## src/sv/keyed_device_table_assert.svh

```systemverilog
// Assertion macros for the keyed device table.
// Included by the top level; depends on nothing else.
`ifndef KEYED_DEVICE_TABLE_ASSERT_SVH
`define KEYED_DEVICE_TABLE_ASSERT_SVH

// The antecedent holds, so the consequent holds in the same cycle.
`define KDT_ASSERT_NOW(label, clk, rstn, ante, cons, msg) \
    label: assert property (@(posedge clk) disable iff (!(rstn)) (ante) |-> (cons)) \
        else $error(msg);

// The antecedent holds, so the consequent holds in the next cycle.
`define KDT_ASSERT_NEXT(label, clk, ante, cons, msg) \
    label: assert property (@(posedge clk) (ante) |=> (cons)) else $error(msg);

`endif

```

## src/sv/kdt_pkg.sv

```systemverilog
// Shared types and constants for the keyed device table.
// Used by the controller and the top level; depends on nothing.
`default_nettype none

package kdt_pkg;

    localparam int FUNC_W  = 3;
    localparam int SEL_W   = 2;
    localparam int ID_W    = 48;
    localparam int WDATA_W = 32;
    localparam int RDATA_W = 32;
    localparam int COUNT_W = 5;

    typedef enum logic [FUNC_W-1:0] {
        FUNC_ADD    = 3'd0,
        FUNC_MODIFY = 3'd1,
        FUNC_GET    = 3'd2,
        FUNC_DELETE = 3'd3,
        FUNC_COUNT  = 3'd4
    } func_t;

    localparam logic STATUS_OK  = 1'b0;
    localparam logic STATUS_ERR = 1'b1;

endpackage

`default_nettype wire

```

## src/sv/kdt_ram.sv

```systemverilog
// Simple dual-port synchronous RAM with a registered read, one write port.
// Used for the key and payload stores; depends on nothing.
`default_nettype none

module kdt_ram #(
    parameter int WIDTH = 49,
    parameter int DEPTH = 32,
    parameter int AW    = 5
) (
    input  wire logic             aclk,
    input  wire logic             we,
    input  wire logic [AW-1:0]    waddr,
    input  wire logic [WIDTH-1:0] wdata,
    input  wire logic [AW-1:0]    raddr,
    output logic      [WIDTH-1:0] rdata
);

    logic [WIDTH-1:0] mem [DEPTH];

    always_ff @(posedge aclk) begin
        if (we) begin
            mem[waddr] <= wdata;
        end
        rdata <= mem[raddr];
    end

endmodule

`default_nettype wire

```

## src/sv/kdt_ctrl.sv

```systemverilog
// Request sequencer of the keyed device table: scans a table through the key
// store, then writes back or reads the payload store. Depends on kdt_pkg.
`default_nettype none

module kdt_ctrl #(
    parameter int NUM_TABLES = 2,
    parameter int ENTRIES    = 16,
    parameter int KEY_BITS   = 48,
    parameter int DATA_BITS  = 32,
    parameter int AW         = 5
) (
    input  wire logic                        aclk,
    input  wire logic                        aresetn,
    input  wire logic                        s_valid,
    output logic                             s_ready,
    input  wire logic [kdt_pkg::FUNC_W-1:0]  s_func,
    input  wire logic [kdt_pkg::SEL_W-1:0]   s_list_select,
    input  wire logic [kdt_pkg::ID_W-1:0]    s_dev_id,
    input  wire logic [kdt_pkg::WDATA_W-1:0] s_dev_data,
    output logic                             m_valid,
    input  wire logic                        m_ready,
    output logic                             m_status,
    output logic [kdt_pkg::RDATA_W-1:0]      m_read_data,
    output logic [kdt_pkg::COUNT_W-1:0]      m_entry_count,
    output logic                             key_we,
    output logic [AW-1:0]                    key_waddr,
    output logic [KEY_BITS:0]                key_wdata,
    output logic [AW-1:0]                    key_raddr,
    input  wire logic [KEY_BITS:0]           key_rdata,
    output logic                             pay_we,
    output logic [AW-1:0]                    pay_waddr,
    output logic [DATA_BITS-1:0]             pay_wdata,
    output logic [AW-1:0]                    pay_raddr,
    input  wire logic [DATA_BITS-1:0]        pay_rdata
);

    localparam int SLOTS = NUM_TABLES * ENTRIES;
    localparam int EW    = $clog2(ENTRIES);
    localparam int CW    = $clog2(ENTRIES + 1);
    localparam int SW    = kdt_pkg::SEL_W;
    localparam int RD_W  = kdt_pkg::RDATA_W;
    localparam int CO_W  = kdt_pkg::COUNT_W;
    localparam logic [SW:0]   NT        = (SW + 1)'(NUM_TABLES);
    localparam logic [AW-1:0] LAST_SLOT = AW'(SLOTS - 1);
    localparam logic [EW-1:0] LAST_IDX  = EW'(ENTRIES - 1);

    typedef enum logic [2:0] {
        ST_CLEAR,
        ST_IDLE,
        ST_SCAN,
        ST_DRAIN,
        ST_DECIDE,
        ST_READ,
        ST_DONE
    } state_t;

    state_t                state_reg;
    logic [AW-1:0]         clr_idx_reg;
    logic [AW-1:0]         base_reg;
    kdt_pkg::func_t        func_reg;
    logic [KEY_BITS-1:0]   key_reg;
    logic [DATA_BITS-1:0]  data_reg;
    logic [EW-1:0]         scan_idx_reg;
    logic                  chk_vld_reg;
    logic [EW-1:0]         chk_idx_reg;
    logic                  hit_reg;
    logic [EW-1:0]         hit_idx_reg;
    logic                  free_reg;
    logic [EW-1:0]         free_idx_reg;
    logic [CW-1:0]         count_reg;
    logic                  res_status_reg;
    logic [RD_W-1:0]       res_data_reg;
    logic [CO_W-1:0]       res_count_reg;
    logic                  m_valid_reg;
    logic                  m_status_reg;
    logic [RD_W-1:0]       m_read_data_reg;
    logic [CO_W-1:0]       m_entry_count_reg;

    logic                  s_good;
    logic [AW-1:0]         hit_addr;
    logic [AW-1:0]         free_addr;

    assign s_ready       = (state_reg == ST_IDLE);
    assign m_valid       = m_valid_reg;
    assign m_status      = m_status_reg;
    assign m_read_data   = m_read_data_reg;
    assign m_entry_count = m_entry_count_reg;

    assign s_good    = ({1'b0, s_list_select} < NT) && (s_func <= kdt_pkg::FUNC_COUNT);
    assign hit_addr  = base_reg + AW'(hit_idx_reg);
    assign free_addr = base_reg + AW'(free_idx_reg);

    // Accesses to the stores never overlap: a request only scans after the
    // previous one has finished its write-back.
    always_comb begin
        key_we    = 1'b0;
        key_waddr = hit_addr;
        key_wdata = {1'b0, key_reg};
        key_raddr = base_reg + AW'(scan_idx_reg);
        pay_we    = 1'b0;
        pay_waddr = hit_addr;
        pay_wdata = data_reg;
        pay_raddr = hit_addr;
        unique case (state_reg)
            ST_CLEAR: begin
                key_we    = 1'b1;
                key_waddr = clr_idx_reg;
                key_wdata = '0;
            end
            ST_DECIDE: begin
                case (func_reg)
                    kdt_pkg::FUNC_ADD: begin
                        if (!hit_reg && free_reg) begin
                            key_we    = 1'b1;
                            key_waddr = free_addr;
                            key_wdata = {1'b1, key_reg};
                            pay_we    = 1'b1;
                            pay_waddr = free_addr;
                        end
                    end
                    kdt_pkg::FUNC_MODIFY: begin
                        pay_we = hit_reg;
                    end
                    kdt_pkg::FUNC_DELETE: begin
                        key_we = hit_reg;
                    end
                    default: begin
                    end
                endcase
            end
            default: begin
            end
        endcase
    end

    always_ff @(posedge aclk) begin
        if (!aresetn) begin
            state_reg   <= ST_CLEAR;
            clr_idx_reg <= '0;
            chk_vld_reg <= 1'b0;
            m_valid_reg <= 1'b0;
        end else begin
            chk_vld_reg <= (state_reg == ST_SCAN);
            chk_idx_reg <= scan_idx_reg;

            if (chk_vld_reg) begin
                if (key_rdata[KEY_BITS]) begin
                    count_reg <= count_reg + CW'(1);
                    if (key_rdata[KEY_BITS-1:0] == key_reg) begin
                        hit_reg     <= 1'b1;
                        hit_idx_reg <= chk_idx_reg;
                    end
                end else if (!free_reg) begin
                    free_reg     <= 1'b1;
                    free_idx_reg <= chk_idx_reg;
                end
            end

            if (m_valid_reg && m_ready && (state_reg != ST_DONE)) begin
                m_valid_reg <= 1'b0;
            end

            unique case (state_reg)
                ST_CLEAR: begin
                    clr_idx_reg <= clr_idx_reg + AW'(1);
                    if (clr_idx_reg == LAST_SLOT) begin
                        state_reg <= ST_IDLE;
                    end
                end
                ST_IDLE: begin
                    if (s_valid) begin
                        base_reg       <= AW'(int'(s_list_select) * ENTRIES);
                        func_reg       <= kdt_pkg::func_t'(s_func);
                        key_reg        <= KEY_BITS'(s_dev_id);
                        data_reg       <= DATA_BITS'(s_dev_data);
                        scan_idx_reg   <= '0;
                        hit_reg        <= 1'b0;
                        free_reg       <= 1'b0;
                        count_reg      <= '0;
                        res_status_reg <= kdt_pkg::STATUS_ERR;
                        res_data_reg   <= '0;
                        res_count_reg  <= '0;
                        state_reg      <= s_good ? ST_SCAN : ST_DONE;
                    end
                end
                ST_SCAN: begin
                    scan_idx_reg <= scan_idx_reg + EW'(1);
                    if (scan_idx_reg == LAST_IDX) begin
                        state_reg <= ST_DRAIN;
                    end
                end
                ST_DRAIN: begin
                    state_reg <= ST_DECIDE;
                end
                ST_DECIDE: begin
                    case (func_reg)
                        kdt_pkg::FUNC_ADD: begin
                            res_status_reg <= (!hit_reg && !free_reg) ? kdt_pkg::STATUS_ERR
                                                                      : kdt_pkg::STATUS_OK;
                            state_reg      <= ST_DONE;
                        end
                        kdt_pkg::FUNC_GET: begin
                            res_status_reg <= hit_reg ? kdt_pkg::STATUS_OK
                                                      : kdt_pkg::STATUS_ERR;
                            state_reg      <= hit_reg ? ST_READ : ST_DONE;
                        end
                        kdt_pkg::FUNC_COUNT: begin
                            res_status_reg <= kdt_pkg::STATUS_OK;
                            res_count_reg  <= CO_W'(count_reg);
                            state_reg      <= ST_DONE;
                        end
                        default: begin
                            res_status_reg <= kdt_pkg::STATUS_OK;
                            state_reg      <= ST_DONE;
                        end
                    endcase
                end
                ST_READ: begin
                    res_data_reg <= RD_W'(pay_rdata);
                    state_reg    <= ST_DONE;
                end
                ST_DONE: begin
                    if (!m_valid_reg || m_ready) begin
                        m_valid_reg       <= 1'b1;
                        m_status_reg      <= res_status_reg;
                        m_read_data_reg   <= res_data_reg;
                        m_entry_count_reg <= res_count_reg;
                        state_reg         <= ST_IDLE;
                    end
                end
                default: begin
                    state_reg <= ST_IDLE;
                end
            endcase
        end
    end

endmodule

`default_nettype wire

```

## src/sv/keyed_device_table.sv

```systemverilog
// Keyed device table: several exact-match tables of device records, each
// request one beat in and one result beat out.
//
// The request channel (s_valid, s_ready, s_func, s_list_select, s_dev_id,
// s_dev_data) carries one operation per beat: add, modify, get, delete or
// count on one table. The result channel (m_valid, m_ready, m_status,
// m_read_data, m_entry_count) returns exactly one beat per request, in order.
// A request walks the selected table through the key store, one entry per
// cycle, then writes back or reads the payload store. After acceptance a
// request passes through the scan, drain and decide states, then a payload
// read for a successful get, and its result beat is loaded in the done
// state; only then is the next request taken. A bad table or operation goes
// from acceptance straight to the done state. The entry scan over the single
// read port of the key store sets how long a request takes.
// After reset the block sweeps all NUM_TABLES * ENTRIES key store entries,
// one entry a cycle, with s_ready low; all tables are then empty.
// A result waits in its output register while m_ready is low; the next
// request may be accepted and processed meanwhile, and it holds its result
// until the register is free.
// Depends on kdt_pkg, kdt_ctrl, kdt_ram and keyed_device_table_assert.svh.
`default_nettype none

`include "keyed_device_table_assert.svh"

module keyed_device_table #(
    parameter int NUM_TABLES = 2,
    parameter int ENTRIES    = 16,
    parameter int KEY_BITS   = 48,
    parameter int DATA_BITS  = 32
) (
    input  wire logic                        aclk,
    input  wire logic                        aresetn,
    input  wire logic                        s_valid,
    output logic                             s_ready,
    input  wire logic [kdt_pkg::FUNC_W-1:0]  s_func,
    input  wire logic [kdt_pkg::SEL_W-1:0]   s_list_select,
    input  wire logic [kdt_pkg::ID_W-1:0]    s_dev_id,
    input  wire logic [kdt_pkg::WDATA_W-1:0] s_dev_data,
    output logic                             m_valid,
    input  wire logic                        m_ready,
    output logic                             m_status,
    output logic [kdt_pkg::RDATA_W-1:0]      m_read_data,
    output logic [kdt_pkg::COUNT_W-1:0]      m_entry_count
);

    localparam int SLOTS = NUM_TABLES * ENTRIES;
    localparam int AW    = $clog2(SLOTS);

    logic                 key_we;
    logic [AW-1:0]        key_waddr;
    logic [KEY_BITS:0]    key_wdata;
    logic [AW-1:0]        key_raddr;
    logic [KEY_BITS:0]    key_rdata;
    logic                 pay_we;
    logic [AW-1:0]        pay_waddr;
    logic [DATA_BITS-1:0] pay_wdata;
    logic [AW-1:0]        pay_raddr;
    logic [DATA_BITS-1:0] pay_rdata;

    kdt_ctrl #(
        .NUM_TABLES (NUM_TABLES),
        .ENTRIES    (ENTRIES),
        .KEY_BITS   (KEY_BITS),
        .DATA_BITS  (DATA_BITS),
        .AW         (AW)
    ) u_ctrl (
        .aclk          (aclk),
        .aresetn       (aresetn),
        .s_valid       (s_valid),
        .s_ready       (s_ready),
        .s_func        (s_func),
        .s_list_select (s_list_select),
        .s_dev_id      (s_dev_id),
        .s_dev_data    (s_dev_data),
        .m_valid       (m_valid),
        .m_ready       (m_ready),
        .m_status      (m_status),
        .m_read_data   (m_read_data),
        .m_entry_count (m_entry_count),
        .key_we        (key_we),
        .key_waddr     (key_waddr),
        .key_wdata     (key_wdata),
        .key_raddr     (key_raddr),
        .key_rdata     (key_rdata),
        .pay_we        (pay_we),
        .pay_waddr     (pay_waddr),
        .pay_wdata     (pay_wdata),
        .pay_raddr     (pay_raddr),
        .pay_rdata     (pay_rdata)
    );

    kdt_ram #(
        .WIDTH (KEY_BITS + 1),
        .DEPTH (SLOTS),
        .AW    (AW)
    ) u_key_ram (
        .aclk  (aclk),
        .we    (key_we),
        .waddr (key_waddr),
        .wdata (key_wdata),
        .raddr (key_raddr),
        .rdata (key_rdata)
    );

    kdt_ram #(
        .WIDTH (DATA_BITS),
        .DEPTH (SLOTS),
        .AW    (AW)
    ) u_pay_ram (
        .aclk  (aclk),
        .we    (pay_we),
        .waddr (pay_waddr),
        .wdata (pay_wdata),
        .raddr (pay_raddr),
        .rdata (pay_rdata)
    );

    `KDT_ASSERT_NOW(a_err_zero, aclk, aresetn, m_valid && (m_status == kdt_pkg::STATUS_ERR), (m_read_data == '0) && (m_entry_count == '0), "error result carries data")
    `KDT_ASSERT_NEXT(a_one_at_a_time, aclk, s_valid && s_ready, !s_ready, "second request taken while busy")
    `KDT_ASSERT_NEXT(a_reset_busy, aclk, !aresetn, !s_ready, "request taken during the clearing sweep")

endmodule

`default_nettype wire
```

## config.mk

```make
export PLATFORM = sky130hd
export DESIGN_NAME = keyed_device_table
export DESIGN_NICKNAME = d
export VERILOG_FILES = /design/src/sv/kdt_pkg.sv /design/src/sv/kdt_ram.sv /design/src/sv/kdt_ctrl.sv /design/src/sv/keyed_device_table.sv
export VERILOG_INCLUDE_DIRS = /design/src /design/src/sv
export SDC_FILE = /design/constraint.sdc
export NUM_CORES = 2
export LEC_CHECK = 0
export BUFFER_PORTS_ARGS = -buffer_cell sky130_fd_sc_hd__buf_2
export CORE_MARGIN = 5
export CORE_UTILIZATION = 53
export DETAILED_ROUTE_END_ITERATION = 7
export GPL_ROUTABILITY_DRIVEN = 0
export HOLD_SLACK_MARGIN = 0.05
export PLACE_DENSITY = 0.69
export SYNTH_ARGS = -nofsm -noshare
export SYNTH_HDL_FRONTEND = slang
export SYNTH_SLANG_ARGS = --single-unit
export TNS_END_PERCENT = 10
```

## constraint.sdc

```tcl
create_clock -name aclk -period 10.1 [get_ports aclk]
set_input_delay 0.505 -clock aclk [delete_from_list [all_inputs] [get_ports aclk]]
set_output_delay 0.505 -clock aclk [all_outputs]
set_load 0.02 [all_outputs]
```

==> impl_metrics.prom <==
# TYPE chip_impl_metric gauge
chip_impl_info{name="outcome",value="finished clean"} 1
chip_impl_info{name="dominantRegCellSynth",value="edfxtp_1"} 1
chip_impl_metric{name="async_reset_ff_share",unit="%"} 0
chip_impl_metric{name="cts.sink_count",unit=""} 2866
chip_impl_metric{name="hold_buffers_post_cts",unit=""} 85
chip_impl_info{name="unrepaired_setup_endpoints_after_global_routing",value="false"} 1
chip_impl_metric{name="signal_arrival_time_at_the_worst_endpoint",unit="ns"} 5.09
chip_impl_metric{name="clkLatencyLatePin",unit="ns"} 0.91
chip_impl_metric{name="drt-initial-drc-count",unit=""} 5518
chip_impl_metric{name="p_switching",unit="mW"} 7.480
chip_impl_metric{name="max_freq",unit="MHz"} 230.6
chip_impl_metric{name="detail_route.wl_per_cell",unit="microns"} 31.16
chip_impl_metric{name="area.growth.synth_to_final",unit="%"} 13.78
chip_impl_metric{name="power.clock.fraction",unit="%"} 34.9
chip_impl_metric{name="die_area",unit="sq um"} 211400
chip_impl_metric{name="static-leakage-power",unit="nW"} 39.10
chip_impl_metric{name="fin_tns_setup",unit="ns"} 0
chip_impl_metric{name="drtAntennaViolNets",unit=""} 0
chip_impl_metric{name="period_share",unit="%"} 42.93
chip_impl_metric{name="n_fill_cell",unit=""} 13595
chip_impl_metric{name="detailroute.via_count",unit=""} 50565
chip_impl_metric{name="synth_fp_nets",unit=""} 4739
chip_impl_metric{name="rows",unit=""} 165
chip_impl_metric{name="pin_count",unit=""} 129
chip_impl_metric{name="drive_gt1_share",unit="%"} 26.79
chip_impl_metric{name="power.share.sequential",unit="%"} 51.7
chip_impl_metric{name="timing_worst_slew_pin_value",unit="ns"} 1.393
chip_impl_metric{name="grt_antenna_before_repair",unit=""} 5
chip_impl_metric{name="yosys_warnings",unit=""} 0
chip_impl_info{name="synth_area_leaders",value="edfxtp_1 (78%), mux4_2 (14%), dfxtp_1 (1.7%)"} 1
chip_impl_metric{name="p_per_area",unit="nW/um^2"} 244.7
chip_impl_metric{name="grt_max_degree",unit=""} 144
chip_impl_metric{name="clock_path_buffers",unit=""} 4
chip_impl_metric{name="synth_seq_area_share",unit="%"} 79.40
chip_impl_metric{name="finalNetCount",unit=""} 5155
chip_impl_metric{name="place.port_buffers",unit=""} 128
chip_impl_info{name="yosysTopAreaCell",value="edfxtp_1"} 1
chip_impl_metric{name="slew_margin_rel",unit="%"} 6.944
chip_impl_metric{name="worst_setup_hold_path_clk_slew",unit="ns"} 0.06
chip_impl_metric{name="grt_overflow",unit=""} 0
chip_impl_metric{name="cts_htree_levels",unit=""} 5
chip_impl_info{name="cp-start-kind",value="flip-flop"} 1
chip_impl_info{name="largest-register",value="u_key_ram.mem"} 1
chip_impl_info{name="tritoncts",value="yes"} 1
chip_impl_metric{name="finalClockSkew",unit="ns"} 0.03503
chip_impl_metric{name="worst-endpoint-required",unit="ns"} 10.85
chip_impl_metric{name="worst_hold_path.num_cells",unit=""} 5
chip_impl_metric{name="internal_power",unit="mW"} 22.38
chip_impl_metric{name="post-layout-total-power",unit="mW"} 29.86
chip_impl_metric{name="finalSetupViolations",unit=""} 0
chip_impl_info{name="min_to",value="u_ctrl.state_reg[1]"} 1
chip_impl_metric{name="synth_cell_type_count",unit=""} 48
chip_impl_metric{name="largest_register_ff_count",unit=""} 1568
chip_impl_info{name="clk_root_buffer_cell",value="clkbuf_16"} 1
chip_impl_info{name="setup.worst_path.end_class",value="flip-flop"} 1
chip_impl_metric{name="wire_length_of_the_first_global_routing_pass",unit="mm"} 361.5
chip_impl_metric{name="number_of_global_route_vias_before_repair",unit=""} 51858
chip_impl_metric{name="post-route-drc-count",unit=""} 0
chip_impl_metric{name="max-cap-violations",unit=""} 0
chip_impl_info{name="reg2reg_to",value="u_pay_ram.rdata[4]"} 1
chip_impl_metric{name="drt_first_pass_iters",unit=""} 7
chip_impl_metric{name="post-cts-setup-buffer-count",unit=""} 0
chip_impl_info{name="worstHoldPathType",value="in -> reg"} 1
chip_impl_info{name="worst-setup-path-type",value="reg -> reg"} 1
chip_impl_metric{name="period_minus_slack",unit="ns"} 4.336
chip_impl_metric{name="die_h",unit="microns"} 459.8
chip_impl_info{name="top_regs",value="u_key_ram.mem (1568), u_pay_ram.mem (1024), u_key_ram.rdata (49)"} 1
chip_impl_metric{name="synth_top_area_share",unit="%"} 77.70
chip_impl_metric{name="coreArea",unit="sq um"} 201700
chip_impl_metric{name="post_drt_via_cell_ratio",unit=""} 6.362
chip_impl_metric{name="syn_avg_cell_area",unit="sq um"} 23.08
chip_impl_metric{name="synth-edff-count",unit=""} 2775
chip_impl_metric{name="timing.reg2reg.setup_slack",unit="ns"} 5.76
chip_impl_metric{name="timing_max_transition_violations_final",unit=""} 0
chip_impl_metric{name="cts.repair.resized",unit=""} 0
chip_impl_metric{name="grtUsageTotal",unit="%"} 23.59
chip_impl_metric{name="cts_inserted_buffers",unit=""} 298
chip_impl_info{name="source_of_the_worst_hold_timing_path",value="s_valid"} 1
chip_impl_metric{name="synthCells",unit=""} 4646
chip_impl_metric{name="dieWidth",unit="microns"} 459.8
chip_impl_metric{name="combPwrFrac",unit="%"} 13.4
chip_impl_metric{name="timing.critical_path.fanout_max",unit=""} 111
chip_impl_metric{name="final_core_utilization",unit="%"} 60.50
chip_impl_metric{name="postSynthRegisterBits",unit=""} 2866
chip_impl_metric{name="detailed_route_wl",unit="mm"} 247.7
chip_impl_metric{name="synthesis.area",unit="sq um"} 107200
chip_impl_metric{name="r2r_cells",unit=""} 6
chip_impl_metric{name="floorplan.initialDensity",unit="%"} 53.17
chip_impl_metric{name="vdd_drop_max",unit="mV"} 0.4417
chip_impl_info{name="reg2reg_from",value="u_ctrl.hit_idx_reg[0]"} 1
chip_impl_metric{name="netSwitchingFraction",unit="%"} 25.05
chip_impl_metric{name="finalHoldViolations",unit=""} 0
chip_impl_metric{name="place_hpwl",unit="mm"} 126.8
## final cells by class
class / instances / area, sq um / area share [%]
well taps: 2672 / 3343 / 2.740
diodes: 1 / 2.502 / 0.002051
clock buffers: 392 / 8225 / 6.741
repair buffers: 373 / 2768 / 2.268
flip-flops and latches: 2866 / 85150 / 69.78
clock inverters: 121 / 991.0 / 0.8121
inverters: 8 / 30.03 / 0.02461
multi-input cells: 1515 / 21510 / 17.63
## synthesized netlist by cell type (all sizes together), types with 3 or more instances
cell	instances
nor3	21
nor2b	53
mux4	648
nand4	8
a22oi	81
inv	8
or2	4
or3	5
o21ai	12
xor2	53
and2	46
xnor2	4
buf	86
dfxtp	91
ha	4
nor4	30
nand2	16
o21a	4
nor2	64
edfxtp	2775
a22o	81
and3	3
a21oi	95
clkbuf	171
nand2b	3
mux2i	167
a221oi	81
nand3	12
## layout by cell type (no fill, tap or decap), drive strengths merged, types with 46 or more instances in the layout
cell / synthesis / routed
dfxtp: 91 / 91
clkinv: 0 / 97
dlygate4sd3: 0 / 85
a22oi: 81 / 81
a22o: 81 / 81
a221oi: 81 / 81
and2: 46 / 46
mux2i: 167 / 167
nor2: 64 / 64
clkbuf: 171 / 392
edfxtp: 2775 / 2775
a21oi: 95 / 95
xor2: 53 / 53
buf: 86 / 288
nor2b: 53 / 53
mux4: 648 / 648
## critical path, stage by stage (launching register included)
cell	delay, ns
edfxtp_1	0.34
buf_4	0.74
buf_12	0.69
buf_4	0.91
mux4_2	0.60
a221oi_1	0.42
a21oi_1	0.13
## routing by layer
metal  vias up  wire length, microns  GRT usage (%)
met5         -                     0              0
met4         0                  7497          6.993
met3       453                 19220          3.694
met2      2458                124500          39.07
met1     27035                 96410          33.04
li1      20619                     -              -
## power groups by stage
stage	Sequential, mW	Clock, mW	Combinational [mW]
after detailed placement	15.7	0	3.97
after global placement	15.6	0	3.86
final	15.4	10.4	3.99
after floorplan	15.6	0	2.30
after CTS	15.4	10.6	4.01
after global routing	15.5	11.1	4.25
## worst max-delay path by stage
stage	endpoint	startpoint	depth (start not counted)	slack, ns
after floorplan	u_key_ram.mem[20][0]	u_ctrl.func_reg[0]	6	3.07
after global placement	u_pay_ram.rdata[4]	u_ctrl.hit_idx_reg[0]	6	5.70
after detailed placement	u_pay_ram.rdata[4]	u_ctrl.hit_idx_reg[0]	6	5.74
after CTS	u_pay_ram.rdata[4]	u_ctrl.hit_idx_reg[0]	6	5.72
after global routing	u_pay_ram.rdata[4]	u_ctrl.hit_idx_reg[0]	6	5.24
final	u_pay_ram.rdata[4]	u_ctrl.hit_idx_reg[0]	6	5.76
## metrics by stage
| stage | instances | instance area [sq um] | hold slack [ns] | setup WS (ns) |
|---|---|---|---|---|
| final | 7948 | 122000 | 0.1837 | 5.764 |
| after global placement | 7349 | 112000 | 0.4021 | 5.703 |
| after floorplan | 4646 | 107200 | 0.4003 | 3.069 |
| after detailed placement | 7349 | 112000 | 0.4045 | 5.744 |
| after global routing | 7948 | 122000 | 0.1785 | 5.243 |
| after CTS | 7947 | 122000 | 0.08749 | 5.721 |
## logic make-up (layout without fill, tap and decap cells)
kind of cell | after synthesis | count (layout) | share of synthesized area [%]
adder cells (fa/ha/maj) | 4 | 4 | 0.04667
XOR/XNOR | 57 | 57 | 0.4655
multiplexers | 816 | 816 | 15.18
AND/OR/NAND/NOR | 273 | 273 | 1.386
flip-flops | 2866 | 2866 | 79.40
other | 0 | 1 | 0
buffers and inverters | 265 | 894 | 1.020
AO/OA/AOI/OAI | 365 | 365 | 2.503
Note: power is estimated with default switching activity, not from simulation.
